### src/hw/rtl/rrcc_pkg.sv
// Shared types, constants and functions of the random-replacement content cache.
// No dependencies; every other file of the block refers to it by scoped names.
`timescale 1ns / 1ps

package rrcc_pkg;

  localparam int ENTRIES    = 64;
  localparam int IDX_W      = $clog2(ENTRIES);
  localparam int CNT_W      = $clog2(ENTRIES + 1);
  localparam int NAME_BITS  = 32;
  localparam int CHUNK_BITS = 16;
  localparam int KB_W       = 7;
  localparam int CAP_W      = 16;
  localparam int SIZE_W     = 16;
  localparam int LFSR_W     = 32;
  localparam int CFG_IDX_W  = 1;
  localparam int CFG_DATA_W = 32;
  localparam int STATUS_W   = 2;

  // size / 1000 as (size * 67109) >> 26, exact for all 16-bit sizes
  localparam logic [16:0] KB_RECIP = 17'd67109;
  localparam int          KB_SHIFT = 26;
  localparam int          PROD_W   = SIZE_W + 17;

  localparam logic [LFSR_W-1:0] LFSR_TAPS  = 32'h8020_0003;
  localparam logic [LFSR_W-1:0] LFSR_RESET = 32'h0000_0001;

  localparam logic CMD_LOOKUP = 1'b0;
  localparam logic CMD_INSERT = 1'b1;

  localparam logic [CFG_IDX_W-1:0] REG_CAPACITY = 1'b0;
  localparam logic [CFG_IDX_W-1:0] REG_SEED     = 1'b1;

  localparam logic [STATUS_W-1:0] ST_OK       = 2'd0;
  localparam logic [STATUS_W-1:0] ST_CACHED   = 2'd1;
  localparam logic [STATUS_W-1:0] ST_DISABLED = 2'd2;
  localparam logic [STATUS_W-1:0] ST_TOOLARGE = 2'd3;

  typedef struct packed {
    logic [NAME_BITS-1:0]  name;
    logic [CHUNK_BITS-1:0] chunk;
    logic [KB_W-1:0]       kb;
  } slot_entry_t;

  typedef struct packed {
    logic              start;
    logic [LFSR_W-1:0] dividend;
    logic [CNT_W-1:0]  divisor;
  } mod_req_t;

  typedef struct packed {
    logic             done;
    logic [CNT_W-1:0] remainder;
  } mod_rsp_t;

  function automatic logic [LFSR_W-1:0] lfsr_step(input logic [LFSR_W-1:0] v);
    logic [LFSR_W-1:0] s;
    s = v >> 1;
    if (v[0]) begin
      s = s ^ LFSR_TAPS;
    end
    return s;
  endfunction

endpackage

### src/hw/rtl/rrcc_if.sv
// Handshake channels of the cache: request items, result items, register writes.
// Depends on rrcc_pkg for field widths.
`timescale 1ns / 1ps

interface rrcc_in_if;
  logic                            valid;
  logic                            ready;
  logic                            command;
  logic [31:0]                     content_id;
  logic [15:0]                     chunk_index;
  logic [rrcc_pkg::SIZE_W-1:0]     size_bytes;
  modport source (output valid, command, content_id, chunk_index, size_bytes, input ready);
  modport sink (input valid, command, content_id, chunk_index, size_bytes, output ready);
endinterface

interface rrcc_out_if;
  logic                            valid;
  logic                            ready;
  logic                            hit;
  logic [rrcc_pkg::STATUS_W-1:0]   status;
  logic [6:0]                      evicted;
  logic [rrcc_pkg::CAP_W-1:0]      used_kb;
  modport source (output valid, hit, status, evicted, used_kb, input ready);
  modport sink (input valid, hit, status, evicted, used_kb, output ready);
endinterface

interface rrcc_cfg_if;
  logic                              valid;
  logic                              ready;
  logic [rrcc_pkg::CFG_IDX_W-1:0]    index;
  logic [rrcc_pkg::CFG_DATA_W-1:0]   data;
  modport source (output valid, index, data, input ready);
  modport sink (input valid, index, data, output ready);
endinterface

### src/hw/rtl/random_replacement_content_cache.sv
// Top level of the random-replacement content cache: sequencer, valid bits,
// counters and LFSR. Depends on rrcc_pkg, rrcc_if, rrcc_mem and rrcc_mod.
`timescale 1ns / 1ps

// One item is worked at a time. Each item first scans all 64 slots through the
// payload memory, one read a cycle with registered read data, then decides. An
// insert then makes each eviction by an LFSR advance, the 32-step serial modulo
// by the occupied count, a walk over the valid bits to the chosen slot, and a read
// of its kB size. It then walks to the lowest free slot and hands the result to
// the output register; the next item is taken once that register is loaded.
// Register writes are taken at any time and act at once; write them only
// while the block is idle. There is no clearing pass after reset.
module random_replacement_content_cache (
  input  logic        clk_i,
  input  logic        rst_ni,
  rrcc_in_if.sink     in_i,
  rrcc_out_if.source  out_o,
  rrcc_cfg_if.sink    cfg_i
);

  localparam logic [3:0] S_IDLE   = 4'd0;
  localparam logic [3:0] S_SCAN   = 4'd1;
  localparam logic [3:0] S_DECIDE = 4'd2;
  localparam logic [3:0] S_EVCHK  = 4'd3;
  localparam logic [3:0] S_MOD    = 4'd4;
  localparam logic [3:0] S_WALK   = 4'd5;
  localparam logic [3:0] S_KBRD   = 4'd6;
  localparam logic [3:0] S_PLACE  = 4'd7;
  localparam logic [3:0] S_FINISH = 4'd8;

  localparam int IW = rrcc_pkg::IDX_W;
  localparam int CW = rrcc_pkg::CNT_W;
  localparam int KW = rrcc_pkg::KB_W;
  localparam int UW = rrcc_pkg::CAP_W;

  logic [3:0]                   state_q, state_d;
  logic [rrcc_pkg::ENTRIES-1:0] valid_q, valid_d;
  logic [UW-1:0]                used_q, used_d;
  logic [CW-1:0]                occ_q, occ_d;
  logic [rrcc_pkg::LFSR_W-1:0]  lfsr_q, lfsr_d;
  logic [UW-1:0]                cap_q, cap_d;
  logic [CW-1:0]                rd_idx_q, rd_idx_d;
  logic [IW-1:0]                cmp_idx_q, cmp_idx_d;
  logic                         cmp_vld_q, cmp_vld_d;
  logic [IW-1:0]                walk_q, walk_d;
  logic [CW-1:0]                seen_q, seen_d;
  logic [CW-1:0]                k_q, k_d;
  logic                         hit_q, hit_d;
  logic [6:0]                   evict_q, evict_d;
  logic [rrcc_pkg::STATUS_W-1:0] status_q, status_d;
  logic                         out_vld_q, out_vld_d;

  // item payload, held for the whole item
  logic                          cmd_q, cmd_d;
  logic [rrcc_pkg::NAME_BITS-1:0]  name_q, name_d;
  logic [rrcc_pkg::CHUNK_BITS-1:0] chunk_q, chunk_d;
  logic [KW-1:0]                 kb_q, kb_d;

  logic                          o_hit_q, o_hit_d;
  logic [rrcc_pkg::STATUS_W-1:0] o_status_q, o_status_d;
  logic [6:0]                    o_evict_q, o_evict_d;
  logic [UW-1:0]                 o_used_q, o_used_d;

  logic                          in_fire;
  logic [rrcc_pkg::PROD_W-1:0]   kb_prod;
  logic [UW:0]                   need;
  logic                          mem_we;
  logic [IW-1:0]                 mem_waddr, mem_raddr;
  rrcc_pkg::slot_entry_t         mem_wdata, mem_rdata;
  rrcc_pkg::mod_req_t            mod_req;
  rrcc_pkg::mod_rsp_t            mod_rsp;

  rrcc_mem u_mem (
    .clk_i   (clk_i),
    .we_i    (mem_we),
    .waddr_i (mem_waddr),
    .wdata_i (mem_wdata),
    .raddr_i (mem_raddr),
    .rdata_o (mem_rdata)
  );

  rrcc_mod u_mod (
    .clk_i  (clk_i),
    .rst_ni (rst_ni),
    .req_i  (mod_req),
    .rsp_o  (mod_rsp)
  );

  assign in_i.ready  = (state_q == S_IDLE);
  assign in_fire     = in_i.valid && in_i.ready;
  assign cfg_i.ready = 1'b1;

  // kB size by reciprocal multiply
  assign kb_prod = {{(rrcc_pkg::PROD_W-rrcc_pkg::SIZE_W){1'b0}}, in_i.size_bytes}
                 * {{(rrcc_pkg::PROD_W-17){1'b0}}, rrcc_pkg::KB_RECIP};
  assign need    = {1'b0, used_q} + {{(UW+1-KW){1'b0}}, kb_q};

  assign mem_wdata.name  = name_q;
  assign mem_wdata.chunk = chunk_q;
  assign mem_wdata.kb    = kb_q;
  assign mem_waddr       = walk_q;
  assign mem_raddr       = (state_q == S_SCAN) ? rd_idx_q[IW-1:0] : walk_q;

  always_comb begin
    state_d    = state_q;
    valid_d    = valid_q;
    used_d     = used_q;
    occ_d      = occ_q;
    lfsr_d     = lfsr_q;
    cap_d      = cap_q;
    rd_idx_d   = rd_idx_q;
    cmp_idx_d  = cmp_idx_q;
    cmp_vld_d  = 1'b0;
    walk_d     = walk_q;
    seen_d     = seen_q;
    k_d        = k_q;
    hit_d      = hit_q;
    evict_d    = evict_q;
    status_d   = status_q;
    out_vld_d  = out_vld_q;
    cmd_d      = cmd_q;
    name_d     = name_q;
    chunk_d    = chunk_q;
    kb_d       = kb_q;
    o_hit_d    = o_hit_q;
    o_status_d = o_status_q;
    o_evict_d  = o_evict_q;
    o_used_d   = o_used_q;
    mem_we     = 1'b0;
    mod_req    = '0;

    if (out_vld_q && out_o.ready) begin
      out_vld_d = 1'b0;
    end

    // register writes; a zero seed loads as one so the LFSR never locks up
    if (cfg_i.valid) begin
      unique case (cfg_i.index)
        rrcc_pkg::REG_CAPACITY: cap_d = cfg_i.data[UW-1:0];
        rrcc_pkg::REG_SEED: begin
          lfsr_d = (cfg_i.data == '0) ? rrcc_pkg::LFSR_RESET : cfg_i.data;
        end
        default: ;
      endcase
    end

    unique case (state_q)
      S_IDLE: begin
        if (in_fire) begin
          cmd_d    = in_i.command;
          name_d   = in_i.content_id[rrcc_pkg::NAME_BITS-1:0];
          chunk_d  = in_i.chunk_index[rrcc_pkg::CHUNK_BITS-1:0];
          kb_d     = kb_prod[rrcc_pkg::KB_SHIFT +: KW];
          hit_d    = 1'b0;
          evict_d  = '0;
          status_d = rrcc_pkg::ST_OK;
          rd_idx_d = '0;
          state_d  = S_SCAN;
        end
      end
      S_SCAN: begin
        // issue one read a cycle, compare the slot whose read was issued in the previous cycle
        if (rd_idx_q < CW'(rrcc_pkg::ENTRIES)) begin
          rd_idx_d  = rd_idx_q + 1'b1;
          cmp_idx_d = rd_idx_q[IW-1:0];
          cmp_vld_d = 1'b1;
        end
        if (cmp_vld_q) begin
          if (valid_q[cmp_idx_q] && mem_rdata.name == name_q
              && mem_rdata.chunk == chunk_q) begin
            hit_d = 1'b1;
          end
          if (cmp_idx_q == IW'(rrcc_pkg::ENTRIES - 1)) begin
            state_d = S_DECIDE;
          end
        end
      end
      S_DECIDE: begin
        priority if (cmd_q == rrcc_pkg::CMD_LOOKUP) begin
          state_d = S_FINISH;
        end else if (cap_q == '0) begin
          status_d = rrcc_pkg::ST_DISABLED;
          state_d  = S_FINISH;
        end else if (hit_q) begin
          status_d = rrcc_pkg::ST_CACHED;
          state_d  = S_FINISH;
        end else if ({{(UW-KW){1'b0}}, kb_q} > cap_q) begin
          status_d = rrcc_pkg::ST_TOOLARGE;
          state_d  = S_FINISH;
        end else begin
          state_d = S_EVCHK;
        end
      end
      S_EVCHK: begin
        // evict while over capacity, and once more if every slot is taken
        if ((need > {1'b0, cap_q} && occ_q != '0)
            || occ_q == CW'(rrcc_pkg::ENTRIES)) begin
          lfsr_d           = rrcc_pkg::lfsr_step(lfsr_q);
          mod_req.start    = 1'b1;
          mod_req.dividend = rrcc_pkg::lfsr_step(lfsr_q);
          mod_req.divisor  = occ_q;
          state_d          = S_MOD;
        end else begin
          walk_d  = '0;
          state_d = S_PLACE;
        end
      end
      S_MOD: begin
        if (mod_rsp.done) begin
          k_d     = mod_rsp.remainder;
          walk_d  = '0;
          seen_d  = '0;
          state_d = S_WALK;
        end
      end
      S_WALK: begin
        // count valid slots up to the chosen one, read its size
        if (valid_q[walk_q]) begin
          if (seen_q == k_q) begin
            valid_d[walk_q] = 1'b0;
            occ_d           = occ_q - 1'b1;
            evict_d         = evict_q + 1'b1;
            state_d         = S_KBRD;
          end else begin
            seen_d = seen_q + 1'b1;
            walk_d = walk_q + 1'b1;
          end
        end else begin
          walk_d = walk_q + 1'b1;
        end
      end
      S_KBRD: begin
        if (used_q >= {{(UW-KW){1'b0}}, mem_rdata.kb}) begin
          used_d = used_q - {{(UW-KW){1'b0}}, mem_rdata.kb};
        end else begin
          used_d = '0;
        end
        state_d = S_EVCHK;
      end
      S_PLACE: begin
        // store into the lowest free slot
        if (!valid_q[walk_q]) begin
          mem_we          = 1'b1;
          valid_d[walk_q] = 1'b1;
          occ_d           = occ_q + 1'b1;
          used_d          = need[UW-1:0];
          state_d         = S_FINISH;
        end else begin
          walk_d = walk_q + 1'b1;
        end
      end
      S_FINISH: begin
        if (!out_vld_q || out_o.ready) begin
          out_vld_d  = 1'b1;
          o_hit_d    = hit_q;
          o_status_d = status_q;
          o_evict_d  = evict_q;
          o_used_d   = used_q;
          state_d    = S_IDLE;
        end
      end
      default: state_d = S_IDLE;
    endcase
  end

  always_ff @(posedge clk_i or negedge rst_ni) begin
    if (!rst_ni) begin
      state_q   <= S_IDLE;
      valid_q   <= '0;
      used_q    <= '0;
      occ_q     <= '0;
      lfsr_q    <= rrcc_pkg::LFSR_RESET;
      cap_q     <= '0;
      rd_idx_q  <= '0;
      cmp_vld_q <= 1'b0;
      out_vld_q <= 1'b0;
    end else begin
      state_q   <= state_d;
      valid_q   <= valid_d;
      used_q    <= used_d;
      occ_q     <= occ_d;
      lfsr_q    <= lfsr_d;
      cap_q     <= cap_d;
      rd_idx_q  <= rd_idx_d;
      cmp_vld_q <= cmp_vld_d;
      out_vld_q <= out_vld_d;
    end
  end

  always_ff @(posedge clk_i) begin
    cmp_idx_q  <= cmp_idx_d;
    walk_q     <= walk_d;
    seen_q     <= seen_d;
    k_q        <= k_d;
    hit_q      <= hit_d;
    evict_q    <= evict_d;
    status_q   <= status_d;
    cmd_q      <= cmd_d;
    name_q     <= name_d;
    chunk_q    <= chunk_d;
    kb_q       <= kb_d;
    o_hit_q    <= o_hit_d;
    o_status_q <= o_status_d;
    o_evict_q  <= o_evict_d;
    o_used_q   <= o_used_d;
  end

  assign out_o.valid   = out_vld_q;
  assign out_o.hit     = o_hit_q;
  assign out_o.status  = o_status_q;
  assign out_o.evicted = o_evict_q;
  assign out_o.used_kb = o_used_q;

`ifndef SYNTHESIS
  a_occ_matches_valid: assert property (@(posedge clk_i) disable iff (!rst_ni)
    occ_q == CW'($countones(valid_q)))
    else $error("occupied count differs from valid bits");

  a_victim_in_range: assert property (@(posedge clk_i) disable iff (!rst_ni)
    (state_q == S_MOD && mod_rsp.done) |-> (mod_rsp.remainder < occ_q))
    else $error("victim rank not below occupied count");

  a_place_has_room: assert property (@(posedge clk_i) disable iff (!rst_ni)
    (state_q == S_PLACE) |-> (occ_q < CW'(rrcc_pkg::ENTRIES)))
    else $error("placing into a full cache");
`endif

endmodule

### src/hw/rtl/rrcc_mem.sv
// Slot payload store: name, chunk and kB size of each slot, one write and
// one registered read per cycle. Depends on rrcc_pkg.
`timescale 1ns / 1ps

module rrcc_mem (
  input  logic                         clk_i,
  input  logic                         we_i,
  input  logic [rrcc_pkg::IDX_W-1:0]   waddr_i,
  input  rrcc_pkg::slot_entry_t        wdata_i,
  input  logic [rrcc_pkg::IDX_W-1:0]   raddr_i,
  output rrcc_pkg::slot_entry_t        rdata_o
);

  rrcc_pkg::slot_entry_t mem_q [rrcc_pkg::ENTRIES];

  always_ff @(posedge clk_i) begin
    if (we_i) begin
      mem_q[waddr_i] <= wdata_i;
    end
    rdata_o <= mem_q[raddr_i];
  end

endmodule

### src/hw/rtl/rrcc_mod.sv
// Bit-serial restoring modulo: 32-bit LFSR value mod occupied count.
// One dividend bit per cycle. Depends on rrcc_pkg.
`timescale 1ns / 1ps

module rrcc_mod (
  input  logic                 clk_i,
  input  logic                 rst_ni,
  input  rrcc_pkg::mod_req_t   req_i,
  output rrcc_pkg::mod_rsp_t   rsp_o
);

  localparam int REM_W = rrcc_pkg::CNT_W + 1;
  localparam int BIT_W = $clog2(rrcc_pkg::LFSR_W + 1);

  logic                         busy_q, busy_d;
  logic [BIT_W-1:0]             bits_q, bits_d;
  logic [rrcc_pkg::LFSR_W-1:0]  dvd_q, dvd_d;
  logic [rrcc_pkg::CNT_W-1:0]   dvs_q, dvs_d;
  logic [REM_W-1:0]             rem_q, rem_d;
  logic                         done_q, done_d;
  logic [REM_W-1:0]             trial;

  always_comb begin
    busy_d = busy_q;
    bits_d = bits_q;
    dvd_d  = dvd_q;
    dvs_d  = dvs_q;
    rem_d  = rem_q;
    done_d = 1'b0;
    trial  = {rem_q[REM_W-2:0], dvd_q[rrcc_pkg::LFSR_W-1]};
    if (req_i.start) begin
      busy_d = 1'b1;
      bits_d = BIT_W'(rrcc_pkg::LFSR_W);
      dvd_d  = req_i.dividend;
      dvs_d  = req_i.divisor;
      rem_d  = '0;
    end else if (busy_q) begin
      dvd_d = dvd_q << 1;
      if (trial >= {1'b0, dvs_q}) begin
        rem_d = trial - {1'b0, dvs_q};
      end else begin
        rem_d = trial;
      end
      bits_d = bits_q - 1'b1;
      if (bits_q == BIT_W'(1)) begin
        busy_d = 1'b0;
        done_d = 1'b1;
      end
    end
  end

  always_ff @(posedge clk_i or negedge rst_ni) begin
    if (!rst_ni) begin
      busy_q <= 1'b0;
      bits_q <= '0;
      done_q <= 1'b0;
    end else begin
      busy_q <= busy_d;
      bits_q <= bits_d;
      done_q <= done_d;
    end
  end

  always_ff @(posedge clk_i) begin
    dvd_q <= dvd_d;
    dvs_q <= dvs_d;
    rem_q <= rem_d;
  end

  assign rsp_o.done      = done_q;
  assign rsp_o.remainder = rem_q[rrcc_pkg::CNT_W-1:0];

endmodule

### src/flat_wrapper.sv
// flat-port wrapper written by rule: the top's interface ports become plain ports
module random_replacement_content_cache_flat 
  (clk_i, rst_ni, in_i_valid, in_i_command, in_i_content_id, in_i_chunk_index, in_i_size_bytes, in_i_ready, out_o_valid, out_o_hit, out_o_status, out_o_evicted, out_o_used_kb, out_o_ready, cfg_i_valid, cfg_i_index, cfg_i_data, cfg_i_ready);
  rrcc_in_if in_i_i ();
  rrcc_out_if out_o_i ();
  rrcc_cfg_if cfg_i_i ();
  input  logic clk_i;
  input  logic rst_ni;
  input wire logic [$bits(in_i_i.valid)-1:0] in_i_valid;
  input wire logic [$bits(in_i_i.command)-1:0] in_i_command;
  input wire logic [$bits(in_i_i.content_id)-1:0] in_i_content_id;
  input wire logic [$bits(in_i_i.chunk_index)-1:0] in_i_chunk_index;
  input wire logic [$bits(in_i_i.size_bytes)-1:0] in_i_size_bytes;
  output wire logic [$bits(in_i_i.ready)-1:0] in_i_ready;
  output wire logic [$bits(out_o_i.valid)-1:0] out_o_valid;
  output wire logic [$bits(out_o_i.hit)-1:0] out_o_hit;
  output wire logic [$bits(out_o_i.status)-1:0] out_o_status;
  output wire logic [$bits(out_o_i.evicted)-1:0] out_o_evicted;
  output wire logic [$bits(out_o_i.used_kb)-1:0] out_o_used_kb;
  input wire logic [$bits(out_o_i.ready)-1:0] out_o_ready;
  input wire logic [$bits(cfg_i_i.valid)-1:0] cfg_i_valid;
  input wire logic [$bits(cfg_i_i.index)-1:0] cfg_i_index;
  input wire logic [$bits(cfg_i_i.data)-1:0] cfg_i_data;
  output wire logic [$bits(cfg_i_i.ready)-1:0] cfg_i_ready;
  assign in_i_i.valid = in_i_valid;
  assign in_i_i.command = in_i_command;
  assign in_i_i.content_id = in_i_content_id;
  assign in_i_i.chunk_index = in_i_chunk_index;
  assign in_i_i.size_bytes = in_i_size_bytes;
  assign in_i_ready = in_i_i.ready;
  assign out_o_valid = out_o_i.valid;
  assign out_o_hit = out_o_i.hit;
  assign out_o_status = out_o_i.status;
  assign out_o_evicted = out_o_i.evicted;
  assign out_o_used_kb = out_o_i.used_kb;
  assign out_o_i.ready = out_o_ready;
  assign cfg_i_i.valid = cfg_i_valid;
  assign cfg_i_i.index = cfg_i_index;
  assign cfg_i_i.data = cfg_i_data;
  assign cfg_i_ready = cfg_i_i.ready;
  random_replacement_content_cache u_core (.clk_i(clk_i), .rst_ni(rst_ni), .in_i(in_i_i), .out_o(out_o_i), .cfg_i(cfg_i_i));
endmodule
### config.mk
export PLATFORM = sky130hd
export DESIGN_NAME = random_replacement_content_cache_flat
export DESIGN_NICKNAME = d
export VERILOG_FILES = /design/src/hw/rtl/rrcc_pkg.sv /design/src/hw/rtl/rrcc_if.sv /design/src/hw/rtl/random_replacement_content_cache.sv /design/src/hw/rtl/rrcc_mem.sv /design/src/hw/rtl/rrcc_mod.sv /design/src/flat_wrapper.sv
export SDC_FILE = /design/constraint.sdc
export NUM_CORES = 2
export LEC_CHECK = 0
export BUFFER_PORTS_ARGS = -buffer_cell sky130_fd_sc_hd__buf_2
export CORE_ASPECT_RATIO = 1.2
export CORE_MARGIN = 2
export CORE_UTILIZATION = 30
export DETAILED_ROUTE_END_ITERATION = 10
export SYNTH_ARGS = -nofsm -noshare
export SYNTH_HDL_FRONTEND = slang
export SYNTH_SLANG_ARGS = --single-unit
### constraint.sdc
create_clock -name clk_i -period 10.1 [get_ports clk_i]
set_input_delay 1.01 -clock clk_i [delete_from_list [all_inputs] [get_ports clk_i]]
set_output_delay 1.01 -clock clk_i [all_outputs]
set_load 0.01 [all_outputs]
After elaboration in Yosys (flattened, before gate mapping)
Memories as Yosys holds them, arrays and structs flattened. A register that Yosys moved wholly into a read port is not among the register bits. Cells that the tools add are included.

Register bits: 320. Latch bits: 0. RAM bits: 3520. ROM bits: 0. Input bits: 103. Output and inout port bits: 29. Logic and storage cells: 207. Memories kept: 1.

Memories: u_core.u_mem.mem_q (words 64, bits a word 55, read ports 1, clocked after Yosys merged registers in 1, wr ports 1, RTL line rrcc_mem.sv:14) `rrcc_pkg::slot_entry_t mem_q [rrcc_pkg::ENTRIES];`.

Add/sub/neg operators: 10. Multipliers: 1. Divide/modulo/power cells: 0. Order comparisons: 8. Equal/unequal tests: 30. Shift operators: 0. Muxes and demuxes: 86. Bitwise logic cells: 5. Reduce and logical (&&, ||, !) cells: 36.

Operators with widths (number): $mux 32 (8); $mux 64 (3); $pmux 64 s2 (1); $mux 40 (2); $mux 7 (11); $and 64x64->64 (1); $not 64->64 (1); $or 64x64->64 (1); $pmux 7 s2 (4); $mux 4 (12); $mux 6 (8); $pmux 4 s9 (1); $mul 16x17->33 const B (1); $eq 32x32->1 (1); $logic_not 32->1 (1); $mux 16 (2); $pmux 16 s2 (1); $add 7x1->7 const B (4); $pmux 6 s4 (1); $mux 1 (21); $reduce_and 4->1 (5); $add 16x7->17 (1); $gt 17x16->1 (1); $eq 16x16->1 (1); other kinds (42) (83).

Longest topological paths before layout
Depth in word-level cells: 9. Depth in mapped cells: 19. Gate-level depth less buffers: 19.

Modules after synthesis
Synthesis repeated with hierarchy kept, for this count alone.

Cells, all modules: 7482. Area, all modules: 154539.5 sq um.

By module, submodules not included: rrcc_mem (instances 1, cells an instance 5704, area an instance 134041.1 sq um, sequential area each 106802.4 sq um); random_replacement_content_cache (instances 1, cells an instance 1588, area an instance 17924.7 sq um, sequential area each 7248.2 sq um); rrcc_mod (instances 1, cells an instance 190, area an instance 2573.7 sq um, sequential area each 1511.4 sq um).

Worst setup path after synthesis
No wires, ideal clock.

Path type: reg2reg. Start point: reg u_core.walk_q[0] (netlist: u_core.mem_waddr[0]). End point: mem u_core.u_mem.mem_q[57][0] (netlist name) (enable). Library setup time: 0.468 ns. Arrival time: 5.020 ns. Required time: 9.632 ns. Setup slack: 4.611 ns. Cell stages (with the launch flop): 12. Buffers on the path: 4. Period minus slack after synthesis: 5.489 ns. Path through: edfxtp_1 > buf_2 > buf_2 > mux4_2 > mux2i_1 > o22ai_1 > a211oi_1 > nand3_1 > clkbuf_1 > or2_2 > clkbuf_1 > nor2_1.

Cells in the longest elaborated chain, start to end: 6.

Ends and longest elaborated chain: start: declaration (RTL line random_replacement_content_cache.sv:45) `logic [IW-1:0] walk_q, walk_d;`; start signal: assignment (RTL line random_replacement_content_cache.sv:292) `walk_q <= walk_d;`; $bmux 1 s6 (RTL line random_replacement_content_cache.sv:242) `if (!valid_q[walk_q]) begin`; $mux 1 (implied by the code) (RTL line random_replacement_content_cache.sv:242); $mux 1 (RTL line random_replacement_content_cache.sv:242); $mux 1 (RTL line random_replacement_content_cache.sv:147) `unique case (state_q)`; $mux 1 (RTL line rrcc_mem.sv:17) `if (we_i) begin`; $mux 1 (implied by the code) (RTL line rrcc_mem.sv:18) `mem_q[waddr_i] <= wdata_i;`; end: declaration (RTL line rrcc_mem.sv:14).

Parallel ways exist; a longest one is shown, timed or not. The select of a mux whose other input is x is not followed.

Worst setup path in the final report
Start point: reg u_core.state_q[2]. End point: mem u_core.u_mem.mem_q[14][38] (netlist name) (enable).

Cells in the longest elaborated chain, start to end: 4.

Ends and longest elaborated chain: start: declaration (RTL line random_replacement_content_cache.sv:36) `logic [3:0] state_q, state_d;`; start signal: assignment (RTL line random_replacement_content_cache.sv:278) `state_q <= state_d;`; $eq 4x3->1 (RTL line random_replacement_content_cache.sv:147); $mux 1 (RTL line random_replacement_content_cache.sv:147); $mux 1 (RTL line rrcc_mem.sv:17); $mux 1 (implied by the code) (RTL line rrcc_mem.sv:18).

No other way between the ends.

==> flow_summary.ini <==
[global_routing]
grt_max_degree = 130
antenna_found_initial = 25
overflow = 0
met3_usage = 0.0295
grt_pass1_vias = 87200
top_usage_layer = met2
met1_usage = 0.226
met2_usage = 0.306
grt_util_all_layers = 0.179
grt_pass1_wl_um = 681000

[synthesis]
synth_edf_count = 3677
yosys_register_bits = 3895
synth.top_cell.area_share = 0.707
yosysWarningCount = 0
synth_largest_area_cell = edfxtp_1
synth_area_mm2 = 0.156
syn-mean-instance-area_um2 = 16.8
async_flop_share = 0.0401
synth_cell_type_count = 78
synthFlopType = edfxtp_1
synth_nets = 9651
syn_inst = 9320
netlist_top_cells_area = edfxtp_1 71%, mux4_2 6.9%, mux2i_1 3.2%
ys_seq_area_frac = 0.740

[power]
p_leak_nw = 59.0
ir_drop_mv = 0.324
p_per_area_mw_per_mm2 = 293

[route]
vias_per_cell = 5.33
drt_wl_total_um = 489000
via_count = 89339
ant_nets = 0
first_pass_iters = 8
drc_errors = 0
wl_per_cell_um = 29.1
drt_iter0_drc = 10853

[worst_hold_path]
hp-class = primary input to asynchronous set/reset pin

[setup_path]
slowest_delay_ps = 1190
worstReg2RegEnd = u_core.u_mem.mem_q[14][38]
path_max_fanout = 63
crit_path_end_kind = register
critPathRequiredTime_ps = 10660
reg2reg_slack_ps = 4270
cp_cell_sequence = inv_1, nor2_1, nand2_1, nor2_4, buf_4, inv_1, buf_4, nor2_1, nand3_1, nor2_4, buf_4
cpMostUsedCell = buf_4
ff2ff_path_depth = 11
endpoint = u_core.u_mem.mem_q[14][38]
r2r-start = u_core.state_q[2]
cp-startpoint = u_core.state_q[2]
setup.worst_path.start_class = register
critPathKind = register to register
crit_slowest_cell = nor2_4
crit_arrival_ps = 6390

[die]
die_x_um = 663
pin_count = 132
num_rows = 290
start_util = 0.301
dieArea_mm2 = 0.527
dieHeight_um = 794
coreArea_mm2 = 0.519

[sta]
worst_pin_slew_ps = 1410
fmax_mhz = 172
setup_tns_ps = 0
finalSetupViolCount = 0
fin_worst_skew_ps = 96.8
hold_violations = 0
period_share = 0.577
period_minus_slack_ps = 5830
slew_headroom = 0.0499
slew_viol_final = 0
rsz0062_at_grt = no

[final_layout]
area_growth_pct = 14.4
drive_above_1_share = 0.161
utilization = 0.344
final_common_cell = edfxtp_1
nets = 9918
most-common-layout-cells = 3677 x edfxtp_1, 1177 x nand2_1, 508 x a21oi_1

[clocking]
post_cts_buffers = 0
cts_tree = built
cts.sinks = 3895
cts.clk_slew.worst_paths_ps = 70
hold_buffers = 0
cts.repair.resized = 0
cts_buffer_depth = 4
numCtsBuffers = 373
cts-root-buf = clkbuf_16
clk_latency_ps = 1020
htreeDepth = 5

[place]
dp_hpwl_um = 278000
place_congestion = 0.827
numPortBuffers = 130

[run_status]
run_status = finished clean

[run]
max_cap_violations = 0
[layout make-up]
type                    instances  area (um2)
well taps                    6862        8590
fillers                     48799      341000
flip-flops and latches       3895      116000
clock inverters               222        2170
inverters                     175         662
multi-input cells            4726       38500
diodes                          8        20.0
repair buffers                416        3200
clock buffers                 469        9930
[worst max-delay path, delay by kind of cell (launching register included)]
kind                   cells  cell delay (ps)
buffers and inverters      5             1630
flip-flops                 1              530
AND/OR/NAND/NOR            6             3100
[metal layers]
metal | vias up | part of all wire
li1 | 37157 | -
met2 | 4363 | 0.49
met4 | 18 | 0.048
met5 | - | 0.00023
met1 | 46899 | 0.38
met3 | 902 | 0.083
[how the worst min path moves through the flow]
| stage | cells past startpoint | end | slack, ps | startpoint |
|---|---|---|---|---|
| floorplan | 0 | u_core.out_o.status[0] | 400 | u_core.status_q[0] |
| global placement | 0 | u_core.out_o.evicted[6] | 460 | u_core.evict_q[6] |
| detailed placement | 0 | u_core.out_o.evicted[6] | 470 | u_core.evict_q[6] |
| CTS | 1 | u_core.lfsr_q[20] | 50 | rst_ni |
| global route | 1 | u_core.name_q[22] | 110 | in_i_content_id[22] |
| finish | 1 | u_core.lfsr_q[29] | 70 | rst_ni |
[through the flow]
stage / hold slack, ps / setup WS [ps] / cells / power, mW / instance area [um2]
6_report: 73.8 / 4270 / 16773 / 52.3 / 179000
5_1_grt: 110 / 4010 / 16766 / 54.3 / 179000
4_1_cts: 51.6 / 4340 / 16765 / 52.6 / 179000
3_5_place_dp: 468 / 4390 / 16074 / 38.5 / 167000
3_3_place_gp: 457 / 4320 / 16074 / 38.4 / 167000
2_1_floorplan: 400 / 4610 / 9320 / 31.5 / 156000
[registers in the layout, summed over array words and instances (netlist names), 16 cells and up, named ones only]
signal,flops
u_core.out_o.used_kb,16
u_core.u_mem.mem_q,3520
u_core.chunk_q,16
u_core.u_mem.rdata_o,55
u_core.cap_q,16
u_core.used_q,16
u_core.u_mod.dvd_q,32
u_core.lfsr_q,32
u_core.name_q,32
[power by group]
part	leakage, nW	internal [mW]	total [mW]	switching, mW
Clock	5.90	7.77	14.1	6.33
Sequential	35.6	18.7	19.2	0.447
Combinational	17.5	6.40	19.1	12.7
Total	59.0	32.9	52.3	19.4
[cells in the mapped netlist, drive strengths merged, types with 10 or more instances]
master / number
o2111ai: 11
a211oi: 30
buf: 247
a21o: 17
ha: 185
nor4: 51
o22ai: 131
nand2b: 14
a22oi: 33
o31ai: 24
xnor2: 57
edfxtp: 3677
mux4: 477
a2111oi: 17
o221ai: 141
nor2: 216
fa: 43
mux2i: 505
nand2: 1182
a22o: 11
o211ai: 10
or2: 12
inv: 174
a311oi: 13
nor2b: 20
clkbuf: 277
a21oi: 508
nor3: 189
o22a: 14
o21ai: 259
nand4: 48
o21a: 16
xor2: 56
nand3: 103
a221oi: 12
dfrtp: 155
dfxtp: 62
or3: 18
a32oi: 35
a31oi: 49
o311ai: 30
and3: 33
nand3b: 10
and2: 21
mux2: 52
[kinds of logic (layout without fill, tap and decap cells)]
kind of cell / after synthesis / count (layout) / share of synthesized area
AOI/OAI and AO/OA: 1411 / 1411 / 0.0568
buffers and inverters: 699 / 1282 / 0.0184
xor gates and xnor gates: 113 / 113 / 0.00634
muxes: 1034 / 1034 / 0.105
and+or+nand+nor: 1939 / 1939 / 0.0534
adders and majority gates: 228 / 228 / 0.0203
DFF: 3895 / 3895 / 0.740
other: 1 / 9 / 0.0000240
(Power assumes the default switching activity.)
